### src/rtl/core/etpe_pkg.sv
// Package for the ESC throttle pulse encoder: field widths, protocol codes,
// scaling constants and the DShot tick tables.
// Depends on nothing; every other file of the block uses it.
package etpe_pkg;

    // Field widths.
    localparam int THROTTLE_W = 11;
    localparam int TICK_W     = 15;
    localparam int SLOT_W     = 4;
    localparam int PROTO_W    = 3;
    localparam int CRC_W      = 4;
    localparam int FRAME_W    = 16;

    // Protocol codes held in the configuration register.
    typedef enum logic [PROTO_W-1:0] {
        PROTO_PWM        = 3'd0,
        PROTO_ONESHOT125 = 3'd1,
        PROTO_ONESHOT42  = 3'd2,
        PROTO_MULTISHOT  = 3'd3,
        PROTO_DSHOT150   = 3'd4,
        PROTO_DSHOT300   = 3'd5,
        PROTO_DSHOT600   = 3'd6,
        PROTO_DSHOT1200  = 3'd7
    } protocol_t;

    // Oneshot125 gain.
    localparam logic [TICK_W-1:0] OS125_GAIN = 15'd10;

    // Oneshot42: floor(t*336/100) = floor(t*84/25), done as a multiply by
    // 84 * ceil(2^22/25) and a shift; exact for every 11-bit throttle.
    localparam int                OS42_SHIFT  = 22;
    localparam int                OS42_PROD_W = 35;
    localparam logic [23:0]       OS42_MULT   = 24'd14092932;

    // Multishot: floor(d*16/10) = floor(d*8/5), done as a multiply by
    // 8 * ceil(2^16/5) and a shift; exact for every d below 2048.
    localparam int                MS_SHIFT  = 16;
    localparam int                MS_PROD_W = 28;
    localparam logic [16:0]       MS_MULT   = 17'd104864;
    localparam logic [THROTTLE_W-1:0] MS_FLOOR  = 11'd1000;
    localparam logic [TICK_W-1:0]     MS_OFFSET = 15'd400;

    // Last slot index of a DShot frame.
    localparam logic [SLOT_W-1:0] SLOT_LAST = 4'd15;

    // Pulse status shown with each word of the output register.
    typedef struct packed {
        logic [SLOT_W-1:0] slot;
        logic [TICK_W-1:0] high_ticks;
        logic [TICK_W-1:0] low_ticks;
        logic              fast_clock;
        logic              last;
    } pulse_t;

    // High time of a DShot bit, in clock ticks.
    function automatic logic [TICK_W-1:0] dshot_high(protocol_t proto, logic one);
        logic [TICK_W-1:0] ticks;
        begin
            case (proto)
                PROTO_DSHOT150:  ticks = one ? 15'd400 : 15'd200;
                PROTO_DSHOT300:  ticks = one ? 15'd200 : 15'd100;
                PROTO_DSHOT600:  ticks = one ? 15'd98  : 15'd48;
                PROTO_DSHOT1200: ticks = one ? 15'd50  : 15'd25;
                default:         ticks = '0;
            endcase
            return ticks;
        end
    endfunction

    // Low time of a DShot bit, in clock ticks.
    function automatic logic [TICK_W-1:0] dshot_low(protocol_t proto, logic one);
        logic [TICK_W-1:0] ticks;
        begin
            case (proto)
                PROTO_DSHOT150:  ticks = one ? 15'd135 : 15'd335;
                PROTO_DSHOT300:  ticks = one ? 15'd66  : 15'd166;
                PROTO_DSHOT600:  ticks = one ? 15'd34  : 15'd84;
                PROTO_DSHOT1200: ticks = one ? 15'd17  : 15'd42;
                default:         ticks = '0;
            endcase
            return ticks;
        end
    endfunction

endpackage

### src/rtl/core/etpe_if.sv
// Channel interfaces of the ESC throttle pulse encoder: command words in,
// pulse words out, and the protocol register write channel.
// Depends on etpe_pkg for the field widths.

// Command channel: one throttle word per handshake.
interface etpe_cmd_if;
    logic                            valid;
    logic                            ready;
    logic [etpe_pkg::THROTTLE_W-1:0] throttle;
    logic                            telemetry_request;

    modport source (output valid, output throttle, output telemetry_request, input ready);
    modport sink   (input valid, input throttle, input telemetry_request, output ready);
endinterface

// Pulse channel: one pulse slot per handshake.
interface etpe_pulse_if;
    logic                          valid;
    logic                          ready;
    logic [etpe_pkg::SLOT_W-1:0]   slot;
    logic [etpe_pkg::TICK_W-1:0]   high_ticks;
    logic [etpe_pkg::TICK_W-1:0]   low_ticks;
    logic                          fast_clock;
    logic                          last;

    modport source (output valid, output slot, output high_ticks, output low_ticks,
                    output fast_clock, output last, input ready);
    modport sink   (input valid, input slot, input high_ticks, input low_ticks,
                    input fast_clock, input last, output ready);
endinterface

// Configuration channel: writes the protocol register.
interface etpe_cfg_if;
    logic                         valid;
    logic                         ready;
    logic [etpe_pkg::PROTO_W-1:0] data;

    modport source (output valid, output data, input ready);
    modport sink   (input valid, input data, output ready);
endinterface

### src/rtl/core/esc_throttle_pulse_encoder.sv
// Top level of the ESC throttle pulse encoder: input register, scaling and
// frame build, slot serialiser and output register.
// Depends on etpe_pkg and the channel interfaces in etpe_if.sv.

// Each command word (throttle and telemetry request) becomes pulse slots in
// the protocol held in the protocol register (reset: PWM). An analog mode
// (PWM, Oneshot125, Oneshot42, Multishot) gives one slot with the scaled
// throttle as high time and no low time; a DShot mode gives sixteen slots,
// most significant frame bit first, with the speed's fixed tick counts.
// A word passes through the input register and the slot serialiser to the
// output register.
// Analog words flow at one per cycle while the output side does not stall; a
// DShot word occupies the slot serialiser for all sixteen slots, one slot per
// cycle when the output is not stalled, and the next word enters the serialiser
// only as its last slot is emitted. The protocol register is written through
// the cfg channel, which is always ready, and should only be written while no word is in flight.
module esc_throttle_pulse_encoder (
    input  logic                clk,
    input  logic                rst_n,
    etpe_cfg_if.sink            cfg,
    etpe_cmd_if.sink            cmd,
    etpe_pulse_if.source        pulse
);

    // Protocol register.
    etpe_pkg::protocol_t protocol_reg;

    // Input register.
    logic                            in_valid_reg;
    logic [etpe_pkg::THROTTLE_W-1:0] in_throttle_reg;
    logic                            in_telemetry_reg;

    // Slot serialiser.
    logic                            work_valid_reg;
    logic                            work_dshot_reg;
    etpe_pkg::protocol_t             work_proto_reg;
    logic [etpe_pkg::FRAME_W-1:0]    work_frame_reg;
    logic [etpe_pkg::FRAME_W-1:0]    work_frame_next;
    logic [etpe_pkg::SLOT_W-1:0]     work_cnt_reg;
    logic [etpe_pkg::SLOT_W-1:0]     work_cnt_next;
    logic [etpe_pkg::TICK_W-1:0]     work_hi_reg;
    logic [etpe_pkg::TICK_W-1:0]     work_hi_next;

    // Output register.
    logic                            out_valid_reg;
    etpe_pkg::pulse_t                out_reg;
    etpe_pkg::pulse_t                out_next;

    // Handshake terms.
    logic out_free;
    logic emit;
    logic work_last;
    logic work_done;
    logic work_free;
    logic load_work;
    logic in_free;

    // Scaling terms.
    logic [etpe_pkg::OS42_PROD_W-1:0] os42_prod;
    logic [etpe_pkg::MS_PROD_W-1:0]   ms_prod;
    logic [etpe_pkg::THROTTLE_W-1:0]  ms_delta;
    logic [etpe_pkg::TICK_W-1:0]      os125_ticks;
    logic [etpe_pkg::TICK_W-1:0]      os42_ticks;
    logic [etpe_pkg::TICK_W-1:0]      ms_ticks;
    logic [etpe_pkg::FRAME_W-5:0]     frame_head;
    logic [etpe_pkg::CRC_W-1:0]       frame_crc;

    // The protocol register always takes a write at once.
    assign cfg.ready = 1'b1;

    always_ff @(posedge clk or negedge rst_n)
    begin
        if (!rst_n)
        begin
            protocol_reg <= etpe_pkg::PROTO_PWM;
        end
        else if (cfg.valid)
        begin
            protocol_reg <= etpe_pkg::protocol_t'(cfg.data);
        end
    end

    // Handshake chain from the output back to the command channel.
    assign out_free  = !out_valid_reg || pulse.ready;
    assign emit      = work_valid_reg && out_free;
    assign work_last = !work_dshot_reg || (work_cnt_reg == etpe_pkg::SLOT_LAST);
    assign work_done = emit && work_last;
    assign work_free = !work_valid_reg || work_done;
    assign load_work = in_valid_reg && work_free;
    assign in_free   = !in_valid_reg || load_work;
    assign cmd.ready = in_free;

    // Input register: valid flag.
    always_ff @(posedge clk or negedge rst_n)
    begin
        if (!rst_n)
        begin
            in_valid_reg <= 1'b0;
        end
        else if (in_free)
        begin
            in_valid_reg <= cmd.valid;
        end
    end

    // Input register: payload.
    always_ff @(posedge clk)
    begin
        if (cmd.valid && in_free)
        begin
            in_throttle_reg  <= cmd.throttle;
            in_telemetry_reg <= cmd.telemetry_request;
        end
    end

    // Analog scaling. Oneshot125 is a constant multiply; Oneshot42 and Multishot are a constant multiply and a shift.
    always_comb
    begin
        os125_ticks = etpe_pkg::TICK_W'(in_throttle_reg) * etpe_pkg::OS125_GAIN;
        os42_prod   = etpe_pkg::OS42_PROD_W'(in_throttle_reg)
                    * etpe_pkg::OS42_PROD_W'(etpe_pkg::OS42_MULT);
        os42_ticks  = etpe_pkg::TICK_W'(os42_prod[etpe_pkg::OS42_PROD_W-1:etpe_pkg::OS42_SHIFT]);
        // Multishot saturates below the floor value.
        ms_delta    = (in_throttle_reg < etpe_pkg::MS_FLOOR) ? '0
                    : in_throttle_reg - etpe_pkg::MS_FLOOR;
        ms_prod     = etpe_pkg::MS_PROD_W'(ms_delta) * etpe_pkg::MS_PROD_W'(etpe_pkg::MS_MULT);
        ms_ticks    = etpe_pkg::TICK_W'(ms_prod[etpe_pkg::MS_PROD_W-1:etpe_pkg::MS_SHIFT])
                    + etpe_pkg::MS_OFFSET;
    end

    // High time of the single analog slot.
    always_comb
    begin
        case (protocol_reg)
            etpe_pkg::PROTO_PWM:        work_hi_next = etpe_pkg::TICK_W'(in_throttle_reg);
            etpe_pkg::PROTO_ONESHOT125: work_hi_next = os125_ticks;
            etpe_pkg::PROTO_ONESHOT42:  work_hi_next = os42_ticks;
            etpe_pkg::PROTO_MULTISHOT:  work_hi_next = ms_ticks;
            default:                    work_hi_next = '0;
        endcase
    end

    // DShot frame: throttle, telemetry bit, XOR of the three nibbles.
    always_comb
    begin
        frame_head = {in_throttle_reg, in_telemetry_reg};
        frame_crc  = frame_head[3:0] ^ frame_head[7:4] ^ frame_head[11:8];
    end

    // Serialiser next state: load a new word, or step to the next slot.
    always_comb
    begin
        work_frame_next = work_frame_reg;
        work_cnt_next   = work_cnt_reg;
        if (load_work)
        begin
            work_frame_next = {frame_head, frame_crc};
            work_cnt_next   = '0;
        end
        else if (emit && !work_last)
        begin
            work_frame_next = {work_frame_reg[etpe_pkg::FRAME_W-2:0], 1'b0};
            work_cnt_next   = work_cnt_reg + 1'b1;
        end
    end

    // Serialiser: control.
    always_ff @(posedge clk or negedge rst_n)
    begin
        if (!rst_n)
        begin
            work_valid_reg <= 1'b0;
            work_cnt_reg   <= '0;
        end
        else
        begin
            if (work_free)
            begin
                work_valid_reg <= in_valid_reg;
            end
            work_cnt_reg <= work_cnt_next;
        end
    end

    // Serialiser: payload.
    always_ff @(posedge clk)
    begin
        work_frame_reg <= work_frame_next;
        if (load_work)
        begin
            work_proto_reg <= protocol_reg;
            work_dshot_reg <= protocol_reg[etpe_pkg::PROTO_W-1];
            work_hi_reg    <= work_hi_next;
        end
    end

    // Current slot word.
    always_comb
    begin
        out_next.slot       = work_cnt_reg;
        out_next.fast_clock = (work_proto_reg != etpe_pkg::PROTO_PWM);
        out_next.last       = work_last;
        if (work_dshot_reg)
        begin
            out_next.high_ticks = etpe_pkg::dshot_high(work_proto_reg,
                                                       work_frame_reg[etpe_pkg::FRAME_W-1]);
            out_next.low_ticks  = etpe_pkg::dshot_low(work_proto_reg,
                                                      work_frame_reg[etpe_pkg::FRAME_W-1]);
        end
        else
        begin
            out_next.high_ticks = work_hi_reg;
            out_next.low_ticks  = '0;
        end
    end

    // Output register: valid flag.
    always_ff @(posedge clk or negedge rst_n)
    begin
        if (!rst_n)
        begin
            out_valid_reg <= 1'b0;
        end
        else if (out_free)
        begin
            out_valid_reg <= work_valid_reg;
        end
    end

    // Output register: payload.
    always_ff @(posedge clk)
    begin
        if (emit)
        begin
            out_reg <= out_next;
        end
    end

    assign pulse.valid      = out_valid_reg;
    assign pulse.slot       = out_reg.slot;
    assign pulse.high_ticks = out_reg.high_ticks;
    assign pulse.low_ticks  = out_reg.low_ticks;
    assign pulse.fast_clock = out_reg.fast_clock;
    assign pulse.last       = out_reg.last;

`ifndef SYNTH
    // A PWM word is always a single slot, the first and the last.
    a_pwm_single: assert property (@(posedge clk) disable iff (!rst_n)
        out_valid_reg && !out_reg.fast_clock |-> out_reg.last && (out_reg.slot == '0))
        else $error("PWM word is not a single last slot");

    // A DShot slot that is not the last keeps the serialiser busy.
    a_frame_busy: assert property (@(posedge clk) disable iff (!rst_n)
        emit && !work_last |=> work_valid_reg)
        else $error("serialiser dropped a DShot frame early");

    // Slots of a frame are numbered one after another.
    a_slot_step: assert property (@(posedge clk) disable iff (!rst_n)
        emit && !work_last |=> work_cnt_reg == $past(work_cnt_reg) + 1'b1)
        else $error("DShot slot index skipped");

    // A held input word is not lost while the serialiser is busy.
    a_in_hold: assert property (@(posedge clk) disable iff (!rst_n)
        in_valid_reg && !load_work |=> in_valid_reg && $stable(in_throttle_reg))
        else $error("input word lost while serialiser busy");
`endif

endmodule

### src/flat_wrapper.sv
// flat-port wrapper written by rule: the top's interface ports become plain ports
module esc_throttle_pulse_encoder_flat 
  (clk, rst_n, cfg_valid, cfg_data, cfg_ready, cmd_valid, cmd_throttle, cmd_telemetry_request, cmd_ready, pulse_valid, pulse_slot, pulse_high_ticks, pulse_low_ticks, pulse_fast_clock, pulse_last, pulse_ready);
  etpe_cfg_if cfg_i ();
  etpe_cmd_if cmd_i ();
  etpe_pulse_if pulse_i ();
  input  logic clk;
  input  logic rst_n;
  input wire logic [$bits(cfg_i.valid)-1:0] cfg_valid;
  input wire logic [$bits(cfg_i.data)-1:0] cfg_data;
  output wire logic [$bits(cfg_i.ready)-1:0] cfg_ready;
  input wire logic [$bits(cmd_i.valid)-1:0] cmd_valid;
  input wire logic [$bits(cmd_i.throttle)-1:0] cmd_throttle;
  input wire logic [$bits(cmd_i.telemetry_request)-1:0] cmd_telemetry_request;
  output wire logic [$bits(cmd_i.ready)-1:0] cmd_ready;
  output wire logic [$bits(pulse_i.valid)-1:0] pulse_valid;
  output wire logic [$bits(pulse_i.slot)-1:0] pulse_slot;
  output wire logic [$bits(pulse_i.high_ticks)-1:0] pulse_high_ticks;
  output wire logic [$bits(pulse_i.low_ticks)-1:0] pulse_low_ticks;
  output wire logic [$bits(pulse_i.fast_clock)-1:0] pulse_fast_clock;
  output wire logic [$bits(pulse_i.last)-1:0] pulse_last;
  input wire logic [$bits(pulse_i.ready)-1:0] pulse_ready;
  assign cfg_i.valid = cfg_valid;
  assign cfg_i.data = cfg_data;
  assign cfg_ready = cfg_i.ready;
  assign cmd_i.valid = cmd_valid;
  assign cmd_i.throttle = cmd_throttle;
  assign cmd_i.telemetry_request = cmd_telemetry_request;
  assign cmd_ready = cmd_i.ready;
  assign pulse_valid = pulse_i.valid;
  assign pulse_slot = pulse_i.slot;
  assign pulse_high_ticks = pulse_i.high_ticks;
  assign pulse_low_ticks = pulse_i.low_ticks;
  assign pulse_fast_clock = pulse_i.fast_clock;
  assign pulse_last = pulse_i.last;
  assign pulse_i.ready = pulse_ready;
  esc_throttle_pulse_encoder u_core (.clk(clk), .rst_n(rst_n), .cfg(cfg_i), .cmd(cmd_i), .pulse(pulse_i));
endmodule
### config.mk
export PLATFORM = sky130hd
export DESIGN_NAME = esc_throttle_pulse_encoder_flat
export DESIGN_NICKNAME = d
export VERILOG_FILES = /design/src/rtl/core/etpe_pkg.sv /design/src/rtl/core/etpe_if.sv /design/src/rtl/core/esc_throttle_pulse_encoder.sv /design/src/flat_wrapper.sv
export SDC_FILE = /design/constraint.sdc
export NUM_CORES = 1
export LEC_CHECK = 0
export BUFFER_PORTS_ARGS = -buffer_cell sky130_fd_sc_hd__clkbuf_2
export CAP_MARGIN = 20
export CORE_MARGIN = 4
export CORE_UTILIZATION = 45
export CTS_CLUSTER_DIAMETER = 200
export DETAILED_ROUTE_END_ITERATION = 10
export GPL_ROUTABILITY_DRIVEN = 0
export PLACE_DENSITY_LB_ADDON = 0.08
export SLEW_MARGIN = 0
export SYNTH_ARGS = -nofsm -noshare
export SYNTH_HDL_FRONTEND = slang
export SYNTH_SLANG_ARGS = --single-unit
### constraint.sdc
create_clock -name clk -period 6.75 [get_ports clk]
set_clock_uncertainty 0.1 [all_clocks]
set_input_delay 1.35 -clock clk [delete_from_list [all_inputs] [get_ports clk]]
set_output_delay 1.35 -clock clk [all_outputs]
set_load 0.02 [all_outputs]
Yosys cells after proc, flatten, opt, wreduce, memory -nomap -nowiden --
Index checks and enable logic that the tools add are counted.
Storage, ports and cells: input port bits 20, word-level logic and storage cells 67, output and inout bits 39, register bits 93
Cells by class: multiplexer cells 17, reductions and logical operators 17, equal/unequal tests 8, add/sub/neg operators 3, bitwise gates (word level) 2, $mul 3, order comparisons 1
Operators with widths (count):
- case mux 15 bit (4 select lines) | 3
- multiplier 11 x 22 -> 33 bit, second input constant | 1
- two-way mux 16 bit | 2
- two-way mux 30 bit | 1
- multiplier 11 x 12 -> 23 bit, second input constant | 1
- two-way mux 9 bit | 2
- two-way mux 8 bit | 2
- multiplier 11 x 3 -> 14 bit, second input constant | 1
- two-way mux 7 bit | 2
- adder 12 x 9 -> 13 bit, second input constant | 1
- == test 3 bit, second input constant | 4
- two-way mux 6 bit | 2
- < comparator 11 x 10 -> 1 bit, second input constant | 1
- two-way mux 11 bit | 1
- subtractor 11 x 10 -> 11 bit, second input constant | 1
- two-way mux 4 bit | 2
- XOR 4 bit | 2
- == test 3 x 2 -> 1 bit, second input constant | 2
- logical AND 1 bit | 5
- zero test 1 bit | 5
- adder 4 x 1 -> 4 bit, second input constant | 1
- == test 4 bit, second input constant | 1
- logical OR 1 bit | 4
- == test 3 x 1 -> 1 bit, second input constant | 1
- other kinds (3) | 3

Longest topological paths before layout --
depth in word-level cells 8, mapped depth 29, depth with buffers taken out 28

Worst setup path after synthesis --
OpenSTA, ideal clock, no wires.
kind register -> register, from register u_core.in_throttle_reg[3] (netlist name), to register u_core.work_hi_reg[10] (netlist name), data pin, slack 0.049 ns, setup time 0.261 ns, arrival time 6.340 ns, clock period less this slack 6.701 ns, cell stages (with the launch flop) 27, required time 6.389 ns, buffers on the path 1, cells stage by stage edfxtp_1 inv_1 ha_1 and4b_1 buf_4 a21oi_1 or2_2 ha_1 inv_1 fa_1 inv_1 fa_1 fa_1 fa_1 inv_1 ha_1 nand2_1 or3_4 a21oi_2 o41a_1 nor2_2 xnor2_1 ha_1 a31oi_2 a21boi_2 xnor2_1 o21ai_1
Between the ends: word-level cells in the longest chain between the ends 5, elaborated cells between the ends (all ways) 8, those cells by class add/sub: 2; mul: 3; order compare: 1; mux: 2
RTL lines:
- start: declaration | RTL line esc_throttle_pulse_encoder.sv:30 | logic [etpe_pkg::THROTTLE_W-1:0] in_throttle_reg;
- start signal: assignment | RTL line esc_throttle_pulse_encoder.sv:111 | in_throttle_reg <= cmd.throttle;
- subtractor 11 x 10 -> 11 bit or < comparator 11 x 10 -> 1 bit (tied branches) | RTL line esc_throttle_pulse_encoder.sv:125, esc_throttle_pulse_encoder.sv:124
- two-way mux 11 bit | RTL line esc_throttle_pulse_encoder.sv:124 | ms_delta = (in_throttle_reg < etpe_pkg::MS_FLOOR) ? '0
- multiplier 11 x 12 -> 23 bit | RTL line esc_throttle_pulse_encoder.sv:126 | ms_prod = etpe_pkg::MS_PROD_W'(ms_delta) * etpe_pkg::MS_PROD_W'(etpe_pkg::MS_MULT);
- adder 12 x 9 -> 13 bit | RTL line esc_throttle_pulse_encoder.sv:128 | + etpe_pkg::MS_OFFSET;
- case mux 15 bit (4 select lines) * | RTL line esc_throttle_pulse_encoder.sv:134 | case (protocol_reg)
- via u_core.work_hi_next, one bit | RTL line esc_throttle_pulse_encoder.sv:42 | logic [etpe_pkg::TICK_W-1:0] work_hi_next;
- end signal: assignment | RTL line esc_throttle_pulse_encoder.sv:193 | work_hi_reg <= work_hi_next;
- end: declaration | RTL line esc_throttle_pulse_encoder.sv:41 | logic [etpe_pkg::TICK_W-1:0] work_hi_reg;
The timed path passes the listed nets; every way through them passes the cells marked *. A chain may end at the register's enable or synchronous reset.

Worst setup path after layout --
from register u_core.in_throttle_reg[7] (netlist name), to register u_core.work_hi_reg[10] (netlist name), data pin
Same word-level chain as after synthesis.

==> results.md <==
- Final Setup Violations: 0
- First-pass GRT wire length: 36800 um
- Synth Flop Type: edfxtp_1
- DRC violations left: 0
- WL/cell: 17.7 um
- Crit path DAT: 6.45 ns
- Worst skew pair latency: 0.34 ns
- Setup TNS: 0 ns
- Grt ovf: 0
- Worst IR Drop VDD: 0.181 mV
- Max Cap Violations: 0
- Mean Syn Cell Area: 10.3 um^2
- CP startpoint kind: flip-flop
- Die Span Y: 154 um
- Drt total wl: 22800 um
- Core box area: 21000 um^2
- Hold Crit Class: flip-flop to flip-flop
- H-Tree Depth: 3
- Largest net degree at the start of global routing: 31
- Post-Syn Area: 9640 um^2
- Vias per inst: 5.08
- Nets: 1290
- Post-synth EDFFs: 76
- Netlist cell types: 76
- Port Buffers: 51
- Flops & latches, synth: 86
- Die width: 154 um
- Critical path type: flip-flop to flip-flop
- Total number of vias: 6557
- Cts hold-fix bufs: 0
- Initial antenna violation count: 0
- Hold Violations, Final: 0
- DP HPWL: 19100 um
- Clock sinks: 86
- DR iter-0 viols: 258
- Area Growth Syn to Fin: 12.6%
- CTS root buf: clkbuf_16
- Yosys warnings: 0
- Status: finished, final reports clean
- Fraction of layout cells with a size suffix above 1: 15.4%
- Crit path capture type: flip-flop
- Worst slew pin tran: 0.964 ns
- Ys async rst share: 11.6%
- Max Slew Vio Count: 0
- Vias in the first global route: 6797
- Total GRT Usage: 19.7%
- Number of top-level pins: 59
- Leak Pwr: 5.35 nW
- First drt pass iteration count: 5
- Final min period: 6.48 ns
- Post-synthesis sequential area ratio: 26.3%
- Post-DRT Antenna Nets: 0
- CTS tree: done
- Cell count after synthesis: 937
- Antenna cells: 0
- Clk slew on worst S/H paths: 0.07 ns
- CP Max Fanout: 5
- Most common cell after layout, fill and taps aside: inv_1
- Largest register FFs: 16
- PwrDens: 355 nW/um^2
- Commonest cells after routing, fill and taps aside: 171 x inv_1, 170 x ha_1, 81 x fa_1
- Die Area: 23800 um^2
- Final Cycle Share: 95.9%
- Cts bufs inserted: 9
- Initial core utilization: 45.9%
- Final Util: 51.6%
- Row Count: 53
- Critical Path RT: 6.72 ns
- Clock Path Buffers: 2
- Rel. slew slack: 35.7%
- F_max: 154 MHz
==> cells by family (layout without fill, tap and decap cells) <==
logic type      count (synthesis)  after routing  share of synthesized area [%]
fa+ha+maj                     259            259                           40.0
buf+inv                       202            276                           8.19
other cells                     2              7                         0.0779
compound gates                141            141                           10.4
mux                             7              7                           1.01
xor+xnor                       49             49                           4.53
flops                          86             86                           26.3
simple gates                  191            191                           9.49
==> final cells by class <==
type	count	area, um^2
fillers	1916	10200
multi-input cells	654	6480
flip-flops and latches	86	2530
inverters	176	661
repair buffers	84	523
well taps	275	344
clock buffers	9	225
clock inverters	7	90.1
==> routing by layer <==
layer	routed length, um	vias up	global-route usage [%]
met5	0	-	0
met4	603	0	5.93
met3	967	36	2.91
met2	10700	134	32.6
met1	10500	3098	27.0
li1	-	3289	-
==> worst max-delay path: stages, from the launching register on <==
cell	delay, ns
edfxtp_1	0.49
ha_1	0.32
nand2_1	0.14
o31ai_1	0.49
ha_1	0.33
inv_1	0.09
fa_1	0.45
inv_1	0.10
fa_1	0.44
fa_1	0.50
fa_1	0.55
inv_1	0.06
ha_4	0.25
nand3_1	0.07
nand2_1	0.08
or2_1	0.28
o41a_1	0.46
nor2_2	0.17
xnor2_2	0.13
ha_2	0.21
a31oi_2	0.11
a21boi_2	0.18
xnor2_1	0.13
o21ai_1	0.07
==> cell usage after synthesis (2+ instances only) <==
cell | instances | share of area, %
o21ai_0 | 33 | 1.7
inv_1 | 173 | 6.7
a21oi_1 | 25 | 1.3
nand2b_1 | 8 | 0.52
a21boi_0 | 3 | 0.23
nand4_1 | 5 | 0.32
a211oi_1 | 12 | 0.93
ha_1 | 177 | 23
xor2_1 | 13 | 1.2
clkbuf_1 | 17 | 0.66
conb_1 | 2 | 0.078
mux4_2 | 2 | 0.47
nor2b_1 | 9 | 0.58
xnor2_1 | 35 | 3.2
o21a_1 | 4 | 0.31
edfxtp_1 | 76 | 24
and3_1 | 4 | 0.26
dfrtp_1 | 10 | 2.6
a21o_1 | 13 | 1.0
or3_1 | 4 | 0.26
nor2_1 | 47 | 1.8
o21ai_1 | 4 | 0.21
nor3_1 | 5 | 0.26
nand2_1 | 70 | 2.7
mux2i_1 | 3 | 0.31
fa_1 | 82 | 17
a21oi_2 | 2 | 0.18
buf_4 | 8 | 0.62
o21bai_2 | 2 | 0.23
o31ai_1 | 3 | 0.23
a31oi_2 | 3 | 0.39
inv_2 | 2 | 0.078
nand3_1 | 17 | 0.88
a211o_1 | 2 | 0.18
nor3b_1 | 2 | 0.16
mux2_2 | 2 | 0.23
and2_1 | 2 | 0.13
nand3b_1 | 3 | 0.23
o211ai_1 | 3 | 0.23
a31oi_1 | 7 | 0.45
or2_2 | 8 | 0.52
==> final timing paths <==
check / end / depth (start not counted) / start / slack [ns]
max: u_core.work_hi_reg[10] / 23 / u_core.in_throttle_reg[7] / 0.27
min: u_core.pulse.slot[3] / 0 / u_core.work_cnt_reg[3] / 0.39
max reg2reg: u_core.work_hi_reg[10] / 23 / u_core.in_throttle_reg[7] / 0.27
min reg2reg: u_core.pulse.slot[3] / 0 / u_core.work_cnt_reg[3] / 0.39
max in group asynchronous: u_core.work_valid_reg / 1 / rst_n / 5.49
min in group asynchronous: u_core.work_cnt_reg[1] / 1 / rst_n / 0.80
==> stage by stage <==
step           total power [mW]  instances  worst slack (ns)  cell area [um^2]  hold WS [ns]
2_1_floorplan              2.64        942            0.0488              9660         0.323
3_3_place_gp               3.29       1273             0.115             10400         0.360
3_5_place_dp               3.30       1273           0.00127             10400         0.364
4_1_cts                    3.83       1289            0.0724             10700         0.395
5_1_grt                    4.26       1291           -0.0404             10900         0.428
6_report                   3.85       1291             0.274             10900         0.394
==> repair_timing <==
action,CTS,global route
pin swaps,0,11
gates cloned,0,0
buffers inserted,0,1
endpoints found under the setup margin,1,8
resized for setup,1,28
==> report_power, final <==
part | leakage [nW] | total (mW) | internal (mW) | switching (mW)
Combinational | 4.34 | 2.59 | 1.13 | 1.46
Sequential | 0.861 | 0.744 | 0.694 | 0.0500
Clock | 0.147 | 0.516 | 0.295 | 0.221
Total | 5.35 | 3.85 | 2.12 | 1.73
Note: power is estimated with default switching activity, not from simulation.
